==> src/rtl/bc_pkg.sv <==
// ----------------------------------------------------------------------------
// Barometer compensation package
// Shared widths, register indexes, status codes, pipeline types and the
// calibration CRC step functions.
// ----------------------------------------------------------------------------
package bc_pkg;

  localparam int RAW_W      = 24;
  localparam int WORD_W     = 16;
  localparam int NUM_WORDS  = 8;
  localparam int IDX_W      = 3;
  localparam int TEMP_W     = 20;
  localparam int PRES_W     = 32;
  localparam int STATUS_W   = 2;

  localparam int DT_W       = 25;
  localparam int TPROD_W    = 42;
  localparam int DTSQ_W     = 49;
  localparam int LIN_W      = 42;
  localparam int A_W        = 19;
  localparam int T2_W       = 18;
  localparam int SQ_W       = 40;
  localparam int PROD_W     = 46;
  localparam int WIDE_W     = 48;
  localparam int SPLIT      = 21;
  localparam int PHI_W      = 52;
  localparam int PLO_W      = 45;
  localparam int DIFF_W     = 53;

  localparam int C5_SHIFT      = 8;
  localparam int TEMP_SHIFT    = 23;
  localparam int T2_COLD_SHIFT = 33;
  localparam int T2_WARM_SHIFT = 38;
  localparam int C2_SHIFT      = 16;
  localparam int C1_SHIFT      = 15;
  localparam int OFF_SHIFT     = 7;
  localparam int SENS_SHIFT    = 8;
  localparam int DIV16_SHIFT   = 4;
  localparam int PRES_SHIFT    = 15;

  localparam int CRC_STAGES = 4;
  localparam int CRC_W      = 4;

  localparam logic [IDX_W-1:0] IDX_PROM0 = 3'd0;
  localparam logic [IDX_W-1:0] IDX_C1    = 3'd1;
  localparam logic [IDX_W-1:0] IDX_C2    = 3'd2;
  localparam logic [IDX_W-1:0] IDX_C3    = 3'd3;
  localparam logic [IDX_W-1:0] IDX_C4    = 3'd4;
  localparam logic [IDX_W-1:0] IDX_C5    = 3'd5;
  localparam logic [IDX_W-1:0] IDX_C6    = 3'd6;
  localparam logic [IDX_W-1:0] IDX_PROM7 = 3'd7;

  localparam logic signed [TEMP_W-1:0] TEMP_REF   = 20'sd2000;
  localparam logic signed [TEMP_W-1:0] TEMP_VCOLD = 20'sd1500;

  localparam logic [5:0] K_OFF2_COLD   = 6'd61;
  localparam logic [5:0] K_SENS2_COLD  = 6'd29;
  localparam logic [5:0] K_OFF2_VCOLD  = 6'd17;
  localparam logic [5:0] K_SENS2_VCOLD = 6'd9;

  localparam logic [WORD_W-1:0] CRC_POLY = 16'h3000;
  localparam logic [WORD_W-1:0] CRC_KEEP = 16'hFF00;
  localparam logic [WORD_W-1:0] CRC_INIT = 16'h0000;

  localparam logic signed [PRES_W-1:0] PRES_MAX = 32'sh7FFF_FFFF;
  localparam logic signed [PRES_W-1:0] PRES_MIN = 32'sh8000_0000;

  typedef enum logic [STATUS_W-1:0] {
    ST_OK   = 2'd0,
    ST_CRC  = 2'd1,
    ST_ZERO = 2'd2
  } status_t;

  typedef logic [NUM_WORDS-1:0][WORD_W-1:0] prom_t;

  typedef struct packed {
    logic signed [WIDE_W-1:0] off_base;
    logic signed [WIDE_W-1:0] sens_base;
    logic [SQ_W-1:0]          asq;
    logic [SQ_W-1:0]          csq;
    logic                     cold;
    logic                     vcold;
    logic signed [TEMP_W-1:0] tc;
    logic [RAW_W-1:0]         d1;
    logic                     zero;
  } mid_t;

  function automatic logic [WORD_W-1:0] crc_byte(input logic [WORD_W-1:0] rem,
                                                 input logic [7:0] data);
    logic [WORD_W-1:0] r;
    r = rem ^ {8'h00, data};
    for (int i = 0; i < 8; i++) begin
      r = r[WORD_W-1] ? ((r << 1) ^ CRC_POLY) : (r << 1);
    end
    return r;
  endfunction

  function automatic logic [WORD_W-1:0] crc_word(input logic [WORD_W-1:0] rem,
                                                 input logic [WORD_W-1:0] word);
    return crc_byte(crc_byte(rem, word[WORD_W-1:8]), word[7:0]);
  endfunction

endpackage

==> src/rtl/bc_crc.sv <==
// ----------------------------------------------------------------------------
// Calibration CRC chain
// Four register stages fold the calibration words into the 4-bit check.
// ----------------------------------------------------------------------------
module bc_crc (
  input  logic          clk,
  input  bc_pkg::prom_t prom,
  output logic          crc_ok
);

  bc_pkg::prom_t words;
  logic [bc_pkg::CRC_STAGES-1:0][bc_pkg::WORD_W-1:0] rem_r;
  logic [bc_pkg::CRC_STAGES-1:0][bc_pkg::WORD_W-1:0] rem_nxt;
  logic crc_ok_r;
  logic crc_ok_nxt;

  always_comb begin
    words = prom;
    words[bc_pkg::IDX_PROM7] = prom[bc_pkg::IDX_PROM7] & bc_pkg::CRC_KEEP;
  end

  for (genvar s = 0; s < bc_pkg::CRC_STAGES; s++) begin : g_stage
    logic [bc_pkg::WORD_W-1:0] prev;
    if (s == 0) begin : g_first
      assign prev = bc_pkg::CRC_INIT;
    end else begin : g_next
      assign prev = rem_r[s-1];
    end
    assign rem_nxt[s] = bc_pkg::crc_word(bc_pkg::crc_word(prev, words[2*s]),
                                         words[2*s+1]);
  end

  assign crc_ok_nxt = rem_r[bc_pkg::CRC_STAGES-1][bc_pkg::WORD_W-1 -: bc_pkg::CRC_W] ==
                      prom[bc_pkg::IDX_PROM7][bc_pkg::CRC_W-1:0];

  always_ff @(posedge clk) begin
    rem_r    <= rem_nxt;
    crc_ok_r <= crc_ok_nxt;
  end

  assign crc_ok = crc_ok_r;

endmodule

==> config.mk <==
export PLATFORM = sky130hd
export DESIGN_NAME = bc_crc
export DESIGN_NICKNAME = d
export VERILOG_FILES = /design/src/rtl/bc_pkg.sv /design/src/rtl/bc_crc.sv
export SDC_FILE = /design/constraint.sdc
export NUM_CORES = 1
export LEC_CHECK = 0
export BUFFER_PORTS_ARGS = -buffer_cell sky130_fd_sc_hd__buf_4
export CELL_PAD_IN_SITES_DETAIL_PLACEMENT = 1
export CELL_PAD_IN_SITES_GLOBAL_PLACEMENT = 1
export CORE_ASPECT_RATIO = 1.1
export CORE_MARGIN = 8
export CORE_UTILIZATION = 35
export DETAILED_ROUTE_END_ITERATION = 16
export PLACE_DENSITY_LB_ADDON = 0.1
export SYNTH_ARGS = -nofsm -noshare
export SYNTH_HDL_FRONTEND = slang
export SYNTH_SLANG_ARGS = --single-unit
export TNS_END_PERCENT = 20
==> constraint.sdc <==
create_clock -name clk -period 2.3 [get_ports clk]
set_input_delay 0.345 -clock clk [delete_from_list [all_inputs] [get_ports clk]]
set_output_delay 0.345 -clock clk [all_outputs]
set_load 0.005 [all_outputs]
# After elaboration in Yosys (flattened, before gate mapping)
# Index checks and enable logic that the tools add are counted.
classes:
  n_mux: 120
  bitwise: 134
  eq_ne: 1
op_table:
  columns: ["op", "count"]
  rows:
  - ["14-bit 2-to-1 mux", 120]
  - ["2-bit inverter", 120]
  - ["16-bit by 8-bit XOR with 16-bit output", 14]
  - ["4-bit equality test", 1]
totals:
  register_bits: 65
  wordCells: 260
  in_bits: 129
  out_inout_bits: 1

# Depth between registers and ports, before layout
depth:
  depth_word: 68
  depth_mapped: 5
  ltp_nobuf: 5

# Worst setup path after synthesis
# No wires, ideal clock.
synth_path:
  kind: "input to register"
  start: "input prom[74] (netlist bit)"
  end: "register rem_r (netlist bit g_stage[3].prev[12])"
  path_buffers: 0
  t_arrival_ps: 1839
  path_stages: 5
  required_ps: 2174
  setup_ps: 126
  slack_ps: 336
  cell_sequence: "xnor3_1 > xor2_1 > xnor3_1 > xnor3_1 > xnor2_1"
synth_lines:
  columns: ["element", "line_no", "source"]
  rows:
  - ["start, declared", "bc_crc.sv:7", "input bc_pkg::prom_t prom,"]
  - ["end signal, assigned", "bc_crc.sv:37", "rem_r <= rem_nxt;"]
  - ["end, declared", "bc_crc.sv:12", "logic [bc_pkg::CRC_STAGES-1:0][bc_pkg::WORD_W-1:0] rem_r;"]

==> impl_metrics.csv <==
group,metric,value,unit
detailed_routing,detail-route-antenna-nets,0,
sta,rsz0062_at_grt,"no",
clocking,cts_sinks,29,
placed_design,dpl.hpwl,6010,um
sta,layout_setup_ws,188,ps
synthesis,yosys-top-cells-area,"xnor2_1, xnor3_1, dfxtp_1, xor2_1, xnor2_2",
detailed_routing,wl_per_cell,14.2,um
min_path,min_path_type,"input port to register",
grt,grt_pass1_vias,2284,
sta,whs,164,ps
die,fp.coreArea,0.00747,sq mm
sta,fin_crit,2110,ps
clocking,clkLatencyLatePin,280,ps
sta,drv_slew,0,
synthesis,synth-seq-cells,29,
flow_run,cap_violations,0,
critical_path,path_buf_inv,0,
placed_design,dpl_worst_slack,77.2,ps
die,die_x,100,um
cells_and_area,layout-drive-gt1-share,0.395,
clocking,hold_buffers,0,
critical_path,crit_fanout,2,
pwr,power.density,1610,mW/mm^2
synthesis,synthCells,220,
grt,grt_max_degree,10,
cells_and_area,final_area,0.00391,sq mm
sta,tightest_slew,396,ps
sta,hold_viol,0,
synthesis,yosys_warnings,0,
placed_design,portBuffers,125,
critical_path,path_common_cell,"xnor2_1",
synthesis,synth_area_per_cell,12.3,sq um
grt,grt_pass1_wl,10400,um
pwr,peakVddDrop,0.800,mV
die,ios,130,
clocking,postCtsSetupBuffers,0,
outcome,status,"completed",
critical_path,critPathKind,"register to register",
cells_and_area,finish.utilization,0.523,
sta,fin_crit_sh,0.918,
pwr,power.total,6.28,mW
placed_design,place.gp.congestion,0.709,
die,num_rows,33,
grt,grt_use_total,0.122,
detailed_routing,routed_via_density,4.16,
clocking,clkTransAtPathRegs,70,ps
sta,finalSetupViolCount,0,
clocking,cts_root_buf,"clkbuf_8",
grt,grt_overflow,0,
detailed_routing,drt_first_pass_iters,3,
sta,finalClockSkew,7.27,ps
clocking,cts_max_path_buffers,2,
die,initial_core_util,0.363,
synthesis,synth_top_area_frac,0.394,
sta,max_freq,473,MHz
synthesis,syn_nets,349,
sta,finalSetupTns,0,ps
critical_path,slowest_stage,"xnor3_1",
detailed_routing,drt_iter0_markers,18,
synthesis,syn-cell-area,0.00272,sq mm
cells_and_area,nNetsFinal,482,
die,die_h,108,um
detailed_routing,wl,6510,um
critical_path,path_delay_family,"XOR/XNOR gates",
critical_path,startpoint_type,"register",
critical_path,crit_arrival,2270,ps
grt,antenna_found_initial,0,
synthesis,seq_area_frac_synth,0.214,
sta,maxSlewHeadroom,0.734,
critical_path,crit_path_cell_trace,"xnor2_1, xnor3_1, xnor2_1, xnor2_1, xnor3_1",
clocking,cts_tree,"built",
pwr,p_leak,1.81,nW
critical_path,end_kind,"register",
cells_and_area,instances_no_fill,459,
placed_design,place_area,0.00379,sq mm
detailed_routing,vias,1910,
clocking,cts_made_buffers,5,
critical_path,max_stage_delay,500,ps
clocking,htreeDepth,2,
critical_path,worstPathRequired,2460,ps
die,die-area,0.0108,sq mm
cells_and_area,areaGrowthSynthToFinish,44.0,%
detailed_routing,route.detailed.drc,0,
placed_design,placedCellCount,451,
synthesis,yosysTopAreaCell,"xnor2_1",
synthesis,yosysUniqueCellTypes,8,
clocking,cts_resized,0,
cells_and_area,antenna_cells,0,
[cells by family after synthesis]
logic type,count (synthesis),share of synthesized area
xor+xnor,190,0.784
flops,29,0.214
simple gates,1,0.00231
[power by group]
part	leakage [nW]	switching [mW]	total [mW]	internal, mW
clock	0.0585	0.185	0.537	0.353
combinational	1.51	1.73	4.84	3.12
sequential	0.244	0.108	0.897	0.790
[synthesized netlist by cell type, drive strengths merged]
| master | n |
|---|---|
| dfxtp | 29 |
| nor4 | 1 |
| xnor2 | 127 |
| xnor3 | 30 |
| xor2 | 33 |
[area by class of cell]
class,instances,area (sq um)
Clock buffer,7,86.3
Clock inverter,1,30.0
Fill cell,806,3560
Multi-Input combinational cell,191,2130
Sequential cell,29,581
Tap cell,105,131
Timing Repair Buffer,126,946
[worst reg2reg max path: cells and delay by family (launching register included)]
kind,cells,cell delay (ps)
DFF,1,320
xor gates and xnor gates,5,1650
[flip-flops by register name, summed over array words and instances (netlist names)]
name          count
g_stage.prev     24
rem_r             4
crc_ok            1
[placed cells by master (no fill, tap or decap)]
cell       synthesis  layout
buf_4              0     126
bufinv_16          0       1
clkbuf_1           0       1
clkbuf_8           0       6
dfxtp_1           29      29
nor4_1             1       1
xnor2_1          122     122
xnor2_2            4       4
xnor2_4            1       1
xnor3_1           28      28
xnor3_2            2       2
xor2_1            33      33
[per-layer routing]
layer	track usage	part of all wire
met5	0	0
met4	0.0259	0.0041
met3	0.0508	0.074
met2	0.246	0.59
met1	0.109	0.33
[final timing paths]
kind | startpoint | end | slack, ps | cells after the start
hold reg to reg | rem_r[62] | crc_ok | 540 | 2
hold / removal | prom[17] | g_stage[1].prev[9] | 160 | 1
setup reg to reg | g_stage[1].prev[13] | g_stage[2].prev[14] | 190 | 5
setup / recovery | g_stage[1].prev[13] | g_stage[2].prev[14] | 190 | 5
(Power assumes the default switching activity.)
